[src/rtl/core/dfs_pkg.sv]
// Shared types and constants of the dipole field superposition block.
`default_nettype none
package dfs_pkg;

    // Input item opcodes.
    localparam logic OP_WRITE = 1'b0;
    localparam logic OP_EVAL  = 1'b1;

    // Configuration register indexes.
    localparam logic [2:0] REG_DIR_X  = 3'd0;
    localparam logic [2:0] REG_DIR_Y  = 3'd1;
    localparam logic [2:0] REG_PEAK   = 3'd2;
    localparam logic [2:0] REG_RAMP   = 3'd3;
    localparam logic [2:0] REG_ACTIVE = 3'd4;

    // Restoring divider geometry: numerator is fed MSB first, top aligned.
    localparam int DIV_NW = 84;
    localparam int DIV_DW = 66;
    localparam int DIV_QW = 64;
    localparam int DIV_CW = 7;

    localparam logic [DIV_CW-1:0] STEPS_G     = 7'd84;
    localparam logic [DIV_CW-1:0] STEPS_A     = 7'd58;
    localparam logic [DIV_CW-1:0] STEPS_B     = 7'd64;
    localparam logic [DIV_CW-1:0] STEPS_ALPHA = 7'd64;

    typedef enum logic [4:0] {
        S_IDLE,
        S_ALPHA,
        S_ALPHA_DIV,
        S_ALPHA_WAIT,
        S_READ,
        S_DIFF,
        S_SQ_X,
        S_SQ_Y,
        S_DOT_X,
        S_DOT_Y,
        S_SUM,
        S_G_DIV,
        S_G_WAIT,
        S_A_DIV,
        S_A_WAIT,
        S_B_LO,
        S_B_HI,
        S_B_DIV,
        S_B_WAIT,
        S_F_ACC,
        S_SC_LO,
        S_SC_HI,
        S_SC_FIN,
        S_DONE
    } t_state;

endpackage
`default_nettype wire

[src/rtl/core/dfs_div.sv]
// Restoring unsigned divider, one quotient bit per cycle.
`default_nettype none
module dfs_div (
    input  wire logic                          i_clk,
    input  wire logic                          i_rst_n,
    input  wire logic                          i_start,
    input  wire logic [dfs_pkg::DIV_NW-1:0]    i_num,
    input  wire logic [dfs_pkg::DIV_DW-1:0]    i_den,
    input  wire logic [dfs_pkg::DIV_CW-1:0]    i_steps,
    output logic                               o_done,
    output logic [dfs_pkg::DIV_QW-1:0]         o_quo
);
    logic [dfs_pkg::DIV_NW-1:0] r_num;
    logic [dfs_pkg::DIV_DW-1:0] r_den;
    logic [dfs_pkg::DIV_DW-1:0] r_rem;
    logic [dfs_pkg::DIV_QW-1:0] r_quo;
    logic [dfs_pkg::DIV_CW-1:0] r_cnt;
    logic                       r_busy;
    logic                       r_done;

    logic [dfs_pkg::DIV_DW:0]   trial;
    logic [dfs_pkg::DIV_DW:0]   diff;
    logic                       take;

    assign trial = {r_rem, r_num[dfs_pkg::DIV_NW-1]};
    assign diff  = trial - {1'b0, r_den};
    assign take  = trial >= {1'b0, r_den};

    always_ff @(posedge i_clk) begin
        if (!i_rst_n) begin
            r_busy <= 1'b0;
            r_done <= 1'b0;
            r_cnt  <= '0;
        end else begin
            r_done <= 1'b0;
            if (i_start) begin
                r_busy <= 1'b1;
                r_cnt  <= i_steps;
            end else if (r_busy) begin
                r_cnt <= r_cnt - 1'b1;
                if (r_cnt == 1) begin
                    r_busy <= 1'b0;
                    r_done <= 1'b1;
                end
            end
        end
    end

    always_ff @(posedge i_clk) begin
        if (i_start) begin
            r_num <= i_num;
            r_den <= i_den;
            r_rem <= '0;
            r_quo <= '0;
        end else if (r_busy) begin
            r_num <= {r_num[dfs_pkg::DIV_NW-2:0], 1'b0};
            r_rem <= take ? diff[dfs_pkg::DIV_DW-1:0] : trial[dfs_pkg::DIV_DW-1:0];
            r_quo <= {r_quo[dfs_pkg::DIV_QW-2:0], take};
        end
    end

    assign o_done = r_done;
    assign o_quo  = r_quo;
endmodule
`default_nettype wire

[config.mk]
export PLATFORM = sky130hd
export DESIGN_NAME = dfs_div
export DESIGN_NICKNAME = d
export VERILOG_FILES = /design/src/rtl/core/dfs_pkg.sv /design/src/rtl/core/dfs_div.sv
export SDC_FILE = /design/constraint.sdc
export NUM_CORES = 1
export LEC_CHECK = 0
export ABC_AREA = 1
export ABC_CLOCK_PERIOD_IN_PS = 11200
export BUFFER_PORTS_ARGS = -buffer_cell sky130_fd_sc_hd__buf_4
export CORE_MARGIN = 5
export CORE_UTILIZATION = 60
export DETAILED_ROUTE_END_ITERATION = 7
export PLACE_DENSITY = 0.85
export SYNTH_ARGS = -nofsm -noshare
export SYNTH_HDL_FRONTEND = slang
export SYNTH_SLANG_ARGS = --single-unit
[constraint.sdc]
create_clock -name i_clk -period 11.2 [get_ports i_clk]
set_clock_uncertainty 0.15 [all_clocks]
set_input_delay 1.68 -clock i_clk [delete_from_list [all_inputs] [get_ports i_clk]]
set_output_delay 1.68 -clock i_clk [all_outputs]
set_load 0.02 [all_outputs]
---- Word level (Yosys, flattened, before mapping) ----
Cells that the tools add are included.
storage, ports and cells
  register bits after elaboration ......... 289
  input port bits ......................... 160
operators by class
  add/sub/neg operators ................... 2
  magnitude comparators ................... 1
  equality and inequality tests ........... 1
  mux-type cells .......................... 9
  bitwise gates (word level) .............. 2
  reduce and logical (&&, ||, !) cells .... 2
operators with widths
  cell                                                                    count
  84-bit two-way mux                                                      2
  67-bit by 66-bit >= comparator with 1-bit output                        1
  66-bit two-way mux                                                      1
  66-bit subtractor                                                       1
  7-bit two-way mux                                                       2
  7-bit by 1-bit equality test with 1-bit output (second input constant)  1
  7-bit by 1-bit subtractor with 7-bit output (second input constant)     1
  1-bit two-way mux                                                       4
  3-bit OR reduction                                                      1
  1-bit NOT                                                               2
  2-bit nonzero test                                                      1

---- Longest topological paths before layout ----
Gate-level depths: netlist of the first run.
  word-level depth ........................ 4
  gate-level depth with buffers ........... 20
  gate-level depth less buffers ........... 20

---- Least setup slack after synthesis of the first run ----
Ideal clock, no wire load.
  path kind ............................... input to register
  start ................................... in i_start
  end ..................................... reg r_num[0] (netlist name), enable pin
  arrival time ............................ 4.326 ns
  slack ................................... 6.243 ns
  stages on the path ...................... 3
  buffers on the path ..................... 1
  path through ............................ nor2_1 -> inv_2 -> clkbuf_1
on the way
  longest elaborated chain between the ends .. 1
RTL lines
  element                       RTL line       RTL
  start, declared               dfs_div.sv:6   input wire logic i_start,
  2-bit nonzero test (no line)  -
  end signal, assigned          dfs_div.sv:51  r_num <= i_num;
  end signal, assigned          dfs_div.sv:56  r_num <= {r_num[dfs_pkg::DIV_NW-2:0], 1'b0};
  end, declared                 dfs_div.sv:13  logic [dfs_pkg::DIV_NW-1:0] r_num;
No other way between the ends.
A chain may end at the register's enable or synchronous reset.

---- Final worst setup path of the first run ----
  start ................................... reg r_den[17] (netlist name)
  end ..................................... reg r_rem[61] (netlist name)
on the way
  longest elaborated chain between the ends .. 2
RTL lines
  element                                                                                       RTL line                      RTL
  start, declared                                                                               dfs_div.sv:14                 logic [dfs_pkg::DIV_DW-1:0] r_den;
  start signal, assigned                                                                        dfs_div.sv:52                 r_den <= i_den;
  66-bit subtractor / 67-bit by 66-bit >= comparator with 1-bit output (equally long branches)  dfs_div.sv:26, dfs_div.sv:27
  66-bit two-way mux (*)                                                                        dfs_div.sv:57                 r_rem <= take ? diff[dfs_pkg::DIV_DW-1:0] : trial[dfs_pkg::DIV_DW-1:0];
  end signal, assigned                                                                          dfs_div.sv:57
  end, declared                                                                                 dfs_div.sv:15                 logic [dfs_pkg::DIV_DW-1:0] r_rem;
Every way passes the cells marked *; elsewhere a longest branch is shown, timed or not.

==> flow_metrics.env, run 1 <==
export IMPL_total_power_uw=2430
export IMPL_crit_path_max_fanout=65
export IMPL_p_per_area_nw_per_um2=121
export IMPL_cts_tree="built"
export IMPL_area_delta_synth_final_pct=16.8
export IMPL_ant_nets=0
export IMPL_ys_warn_count=0
export IMPL_final_cells=3113
export IMPL_grt_pass1_wl_um=78500
export IMPL_drt_iter0_drc=1371
export IMPL_synth_compound_area_frac=0.0580
export IMPL_dr_pass1_iters=5
export IMPL_hold_buffers=0
export IMPL_worst_pin_slew_ns=1.19
export IMPL_clk_path_buf_depth=3
export IMPL_die_area_um2=32200
export IMPL_slew_viol_final=0
export IMPL_finalHoldViolations=0
export IMPL_crit_arrival_ns=4.17
export IMPL_die_w_um=179
export IMPL_pre_cts_ws_ns=6.78
export IMPL_hold_ws_ns=0.323
export IMPL_gp_congestion=1.01
export IMPL_maxCapViolations=0
export IMPL_avgSynthCellArea_um2=6.86
export IMPL_synthAdderAreaFrac=0.0506
export IMPL_post_cts_buffers=0
export IMPL_yosysSeqAreaShare=0.423
export IMPL_fin_nets=2935
export IMPL_drive_gt1_frac=0.116
export IMPL_syn_inst=2510
export IMPL_period_needed_ns=3.84
export IMPL_num_vias=16190
export IMPL_start_kind="flop"
export IMPL_clk_latency_ns=0.58
export IMPL_viasPerCell=5.20
export IMPL_period_share=0.343
export IMPL_synth_mux_area_frac=0
export IMPL_synth_edf_count=150
export IMPL_post_cts_resized=0
export IMPL_dpl_hpwl_um=36500
export IMPL_die_h_um=179
export IMPL_gr_total_overflow=0
export IMPL_status="completed"
export IMPL_wl_um=48300
export IMPL_synth_fp_nets=2739
export IMPL_min_path_type="flop to flop"
export IMPL_synth_xor_area_frac=0.0183
export IMPL_worst_slack_ns=7.36
export IMPL_core_rowCount=62
export IMPL_grt_util_all_layers=0.292
export IMPL_cts_buffers=30
export IMPL_routedWlPerCell_um=15.5
export IMPL_antenna_cells=0
export IMPL_yosysUniqueCellTypes=39
export IMPL_synth_seq_cells=289
export IMPL_worstSetupEndpointType="flop"
export IMPL_synth_ff_type="edfxtp_1"
export IMPL_netlist_area_um2=17200
export IMPL_p_leak_uw=0.0106
export IMPL_rsz0062_at_grt="false"
export IMPL_remaining_drc_errors=0
export IMPL_crit_type="flop to flop"
export IMPL_dp_cells=3058
export IMPL_fmax_mhz=261
export IMPL_ir_drop_mv=0.145
export IMPL_core_um2=28500
export IMPL_port_buffers=224
export IMPL_finalSetupTns_ns=0
export IMPL_grt_max_degree=101
export IMPL_yosys_area_share_simple=0.334
export IMPL_setup_viol_count_final=0
export IMPL_async_flop_share=0
export IMPL_clockRootBuffer="clkbuf_16"
export IMPL_antenna_found_initial=0
export IMPL_start_util=0.603
export IMPL_worstPathRequired_ns=11.53
export IMPL_grt_pass1_vias=15755
export IMPL_clk_pin_slew_ns=0.06
export IMPL_cts_sinks=289
export IMPL_ios=225
export IMPL_cts_max_level=1
export IMPL_relSlewSlack=0.208
export IMPL_synth_top_family_by_area="simple AND/OR/NAND/NOR gates"
==> critical path: stages, from the launching register on <==
cell and delay [ns]:
edfxtp_1 0.32, inv_1 0.04, ha_1 0.34, nand2_1 0.13
inv_1 0.06, nand2_1 0.11, inv_1 0.07, a21oi_1 0.19
nand3_1 0.27, nand2_1 0.19, nand3_2 0.11, nand2_4 0.58
nand2_4 0.61, nand2_2 0.35, nand2_1 0.09, nand2_1 0.06
nand2_1 0.04
==> cells in the mapped netlist (all sizes together), types with 2 or more instances <==
master / number / area [um^2]
o22ai: 62 / 388
a21oi: 61 / 313
dfxtp: 139 / 2780
o21a: 3 / 22.5
o21bai: 8 / 60.1
nor3: 16 / 80.1
edfxtp: 150 / 4500
nand3b: 30 / 225
nor2: 139 / 552
xnor2: 9 / 78.8
a31oi: 5 / 31.3
nor4: 2 / 12.5
nand2: 1089 / 4110
nand3: 133 / 671
nand4: 12 / 75.1
inv: 450 / 1690
clkbuf: 39 / 146
o21ai: 32 / 160
xor2: 27 / 236
ha: 68 / 851
buf: 28 / 168
==> layer usage <==
layer  global-route usage  routed length (um)  part of all wire
met2                0.485               22100              0.46
met1                0.392               20500              0.43
met3               0.0645                4260             0.088
met5                    0                   0                 0
met4               0.0759                1420             0.029
==> registers in the layout (all words and copies together), names as in the netlist <==
signal	cells
o_done	1
r_cnt	7
r_den	66
o_quo	64
r_num	84
r_rem	66
r_busy	1
==> worst paths after layout <==
check / from / end / slack (ns) / depth (start not counted)
min reg2reg: r_rem[33]$_SDFFE_PP0P_ / r_rem[33]$_SDFFE_PP0P_ / 0.32 / 2
max: r_den[17]$_DFFE_PP_ / r_rem[61]$_SDFFE_PP0P_ / 7.36 / 16
max reg2reg: r_den[17]$_DFFE_PP_ / r_rem[61]$_SDFFE_PP0P_ / 7.36 / 16
min: r_rem[33]$_SDFFE_PP0P_ / r_rem[33]$_SDFFE_PP0P_ / 0.32 / 2
==> logic make-up after synthesis <==
kind of cell    count (synthesis)
flops                         289
simple gates                 1424
fa+ha+maj                      69
xor+xnor                       36
compound gates                174
buf+inv                       518
==> metrics by stage <==
stage,util,instance area (um^2)
finish,0.705,20100
global route,0.705,20100
CTS,0.705,20100
detailed placement,0.671,19100
global placement,0.671,19100
floorplan,-,17200
==> power breakdown <==
group	total [uW]	switching, uW	internal [uW]	leakage [uW]
logic	251	159	92.8	0.00756
clock network	981	419	562	0.000455
registers	1200	17.0	1180	0.00263
==> cell type report <==
class                           count  area, um^2
Clock buffer                       35         769
Inverter                          451        1700
Clock inverter                     20         204
Sequential cell                   289        7290
Tap cell                          384         480
Timing Repair Buffer              231        1740
Multi-Input combinational cell   1703        7950
Fill cell                        2391        8430
==> placed cells by master, fill, tap and decap left out, drive strengths merged <==
cell type	synthesis	final
a21o	1	1
a21oi	61	61
a31oi	5	5
a32oi	1	1
and2	1	1
and3	1	1
buf	28	231
bufinv	0	3
clkbuf	39	35
clkinv	1	11
clkinvlp	0	5
dfxtp	139	139
edfxtp	150	150
fa	1	1
ha	68	68
inv	450	452
nand2	1089	1089
nand3	133	133
nand3b	30	30
nand4	12	12
nor2	139	139
nor3	16	16
nor4	2	2
o21a	3	3
o21ai	32	32
o21bai	8	8
o22ai	62	62
o31a	1	1
or2	1	1
xnor2	9	9
xor2	27	27
No activity file was read; power rests on OpenSTA's default activity.
==> inputs of run 2 (changes only) <==
- ABC_AREA: 1 -> 0
- ABC_CLOCK_PERIOD_IN_PS: 11200 -> 3900
- CORE_UTILIZATION: 60 -> 58
- PLACE_DENSITY: 0.85 -> 0.84
- clock period: 11.2 -> 3.9 ns (I/O delays scaled with it)
==> run 2 against run 1 <==
Effect of this change:
- synthesized cell count fell by 39%
- cell count down 33%
- area after synthesis decreased by 11%
- register-to-register slack worse by 7.0 ns
- via count down 25%
- critical path depth decreased by 2
- largest power group unchanged
==> flow_metrics.env, run 2 <==
export IMPL_gp_congestion=0.934
export IMPL_worst_pin_slew_ns=1.07
export IMPL_post_cts_buffers=0
export IMPL_dr_pass1_iters=5
export IMPL_synth_fp_nets=1759
export IMPL_clk_latency_ns=0.58
export IMPL_synthTopCellsByCount="nand2_1 (172), nor2_1 (169), edfxtp_1 (150)"
export IMPL_die_w_um=172
export IMPL_core_rowCount=59
export IMPL_num_vias=12213
export IMPL_cts_max_level=1
export IMPL_crit_arrival_ns=3.87
export IMPL_status="completed"
export IMPL_start_kind="flop"
export IMPL_syn_inst=1530
export IMPL_yosysSeqAreaShare=0.477
export IMPL_p_per_area_nw_per_um2=424
export IMPL_yosysTopAreaCellShare=0.295
export IMPL_antenna_cells=0
export IMPL_gr_total_overflow=0
export IMPL_wl_um=37700
export IMPL_drt_iter0_drc=691
export IMPL_netlist_area_um2=15300
export IMPL_worstPathRequired_ns=4.20
export IMPL_largest_register="r_num"
export IMPL_rsz0062_at_grt="false"
export IMPL_period_share=0.916
export IMPL_finalHoldViolations=0
export IMPL_final_cells=2074
export IMPL_crit_path_max_fanout=3
export IMPL_cp_slowest_stage_delay_ns=0.41
export IMPL_synth_seq_cells=289
export IMPL_grt_util_all_layers=0.246
export IMPL_synth_ff_type="edfxtp_1"
export IMPL_viasPerCell=5.89
export IMPL_dpl_hpwl_um=27100
export IMPL_cts_tree="built"
export IMPL_crit_type="flop to flop"
export IMPL_relSlewSlack=0.285
export IMPL_largest_reg_flops=84
export IMPL_port_buffers=224
export IMPL_die_area_um2=29700
export IMPL_grt_max_degree=134
export IMPL_yosys_top_cells_area="edfxtp_1 (30%), dfxtp_1 (18%), mux2_2 (6.2%)"
export IMPL_start_util=0.587
export IMPL_min_path_type="input port to flop"
export IMPL_p_leak_uw=0.00759
export IMPL_ant_nets=0
export IMPL_synth_most_common_cell="nand2_1"
export IMPL_antenna_found_initial=0
export IMPL_fin_nets=1945
export IMPL_period_needed_ns=3.57
export IMPL_clk_pin_slew_ns=0.06
export IMPL_avgSynthCellArea_um2=9.98
export IMPL_clk_path_buf_depth=3
export IMPL_finalSetupTns_ns=0
export IMPL_setup_viol_count_final=0
export IMPL_remaining_drc_errors=0
export IMPL_async_flop_share=0
export IMPL_ios=225
export IMPL_die_h_um=172
export IMPL_worstSetupEndpointType="flop"
export IMPL_largestRegisters="r_num: 84 flops, r_den: 66 flops, r_rem: 66 flops"
export IMPL_dp_cells=2017
export IMPL_grt_pass1_wl_um=60500
export IMPL_slew_viol_final=0
export IMPL_cts_sinks=289
export IMPL_ir_drop_mv=0.409
export IMPL_yosysUniqueCellTypes=69
export IMPL_core_um2=26000
export IMPL_drive_gt1_frac=0.216
export IMPL_grt_pass1_vias=12190
export IMPL_synth_largest_area_cell="edfxtp_1"
export IMPL_cp_cell_sequence="inv_1 > ha_1 > inv_1 > fa_1 > a211oi_1 > o21a_1 > a2111oi_1 > nor2_1 > o21ai_1 > a21bo_2 > a311oi_1 > xnor2_1 > nand2_1 > a311oi_1"
export IMPL_layout_common_cells="buf_4 (235), nand2_1 (172), nor2_1 (169)"
export IMPL_ys_warn_count=0
export IMPL_layout_commonest_cell="buf_4"
export IMPL_area_delta_synth_final_pct=18.7
export IMPL_fmax_mhz=280
export IMPL_fillers=1882
export IMPL_clockRootBuffer="clkbuf_16"
export IMPL_cp_slowest_cell="edfxtp_1"
export IMPL_maxCapViolations=0
export IMPL_routedWlPerCell_um=18.2
export IMPL_cts_buffers=30
export IMPL_synth_edf_count=150
[run 2: timing repair]
action	CTS	global route
hold buffers	2	0
gates cloned	0	0
setup endpoints to repair	1	7
hold endpoints to repair	2	0
gates resized for setup	1	2
pin swaps	0	1
[run 2: cell families (layout without fill, tap and decap cells)]
family / after synthesis / in the layout / share of synthesized area
simple gates: 447 / 447 / 0.126
xor+xnor: 66 / 66 / 0.0379
compound gates: 331 / 331 / 0.149
fa+ha+maj: 69 / 69 / 0.0571
buf+inv: 177 / 386 / 0.0465
flops: 289 / 289 / 0.477
mux: 151 / 151 / 0.106
[run 2: where the power goes]
part	leakage (uW)	total [uW]	switching [uW]	internal, uW
sequential	0.00262	3540	106	3440
combinational	0.00450	1370	765	607
clock	0.000464	2760	1180	1580
total	0.00759	7680	2050	5620
[run 2: per-layer routing]
layer	up-vias	routed length [um]	GRT usage	share of wire
li1	5916	-	-	-
met1	5800	15300	0.309	0.41
met2	429	18000	0.412	0.48
met3	68	3520	0.0821	0.093
met4	0	923	0.0622	0.024
met5	-	0	0	0
[run 2: path summary, 6_finish.rpt]
| check | start | endpoint | slack (ns) | cells after the start |
|---|---|---|---|---|
| worst min register to register | r_rem[21]$_SDFFE_PP0P_ | r_rem[22]$_SDFFE_PP0P_ | 0.35 | 2 |
| worst max register to register | r_num[83]$_DFFE_PP_ | r_rem[26]$_SDFFE_PP0P_ | 0.33 | 14 |
| worst max-delay path | r_num[83]$_DFFE_PP_ | r_rem[26]$_SDFFE_PP0P_ | 0.33 | 14 |
| worst min-delay path | i_den[1] | r_den[1]$_DFFE_PP_ | 0.03 | 1 |
[run 2: metrics by stage]
stage	hold WS, ns	setup slack, ns	cell area, um^2	total power (uW)	utilization
2_1_floorplan	0.301	0.672	15300	4560	-
5_1_grt	0.00726	0.00402	18100	8000	0.697
6_report	0.0328	0.326	18100	7680	0.697
3_3_place_gp	0.326	0.242	17100	4910	0.659
4_1_cts	0.00271	0.180	18100	7730	0.697
3_5_place_dp	0.340	0.0290	17100	4950	0.659
[run 2: critical path, delay by kind of cell, from the launching register on]
family / cells / cell delay (ns)
compound gates: 7 / 1.68
fa+ha+maj: 2 / 0.59
flops: 1 / 0.41
simple gates: 2 / 0.32
xor+xnor: 1 / 0.16
buf+inv: 2 / 0.14
[run 2: layout make-up]
type | count | area [um^2] | share of cell area
Multi-Input combinational cell | 1064 | 7280 | 0.402
Timing Repair Buffer | 240 | 1830 | 0.101
Tap cell | 335 | 419 | 0.0231
Sequential cell | 289 | 7290 | 0.403
Clock inverter | 9 | 92.6 | 0.00511
Inverter | 91 | 342 | 0.0189
Clock buffer | 46 | 855 | 0.0472
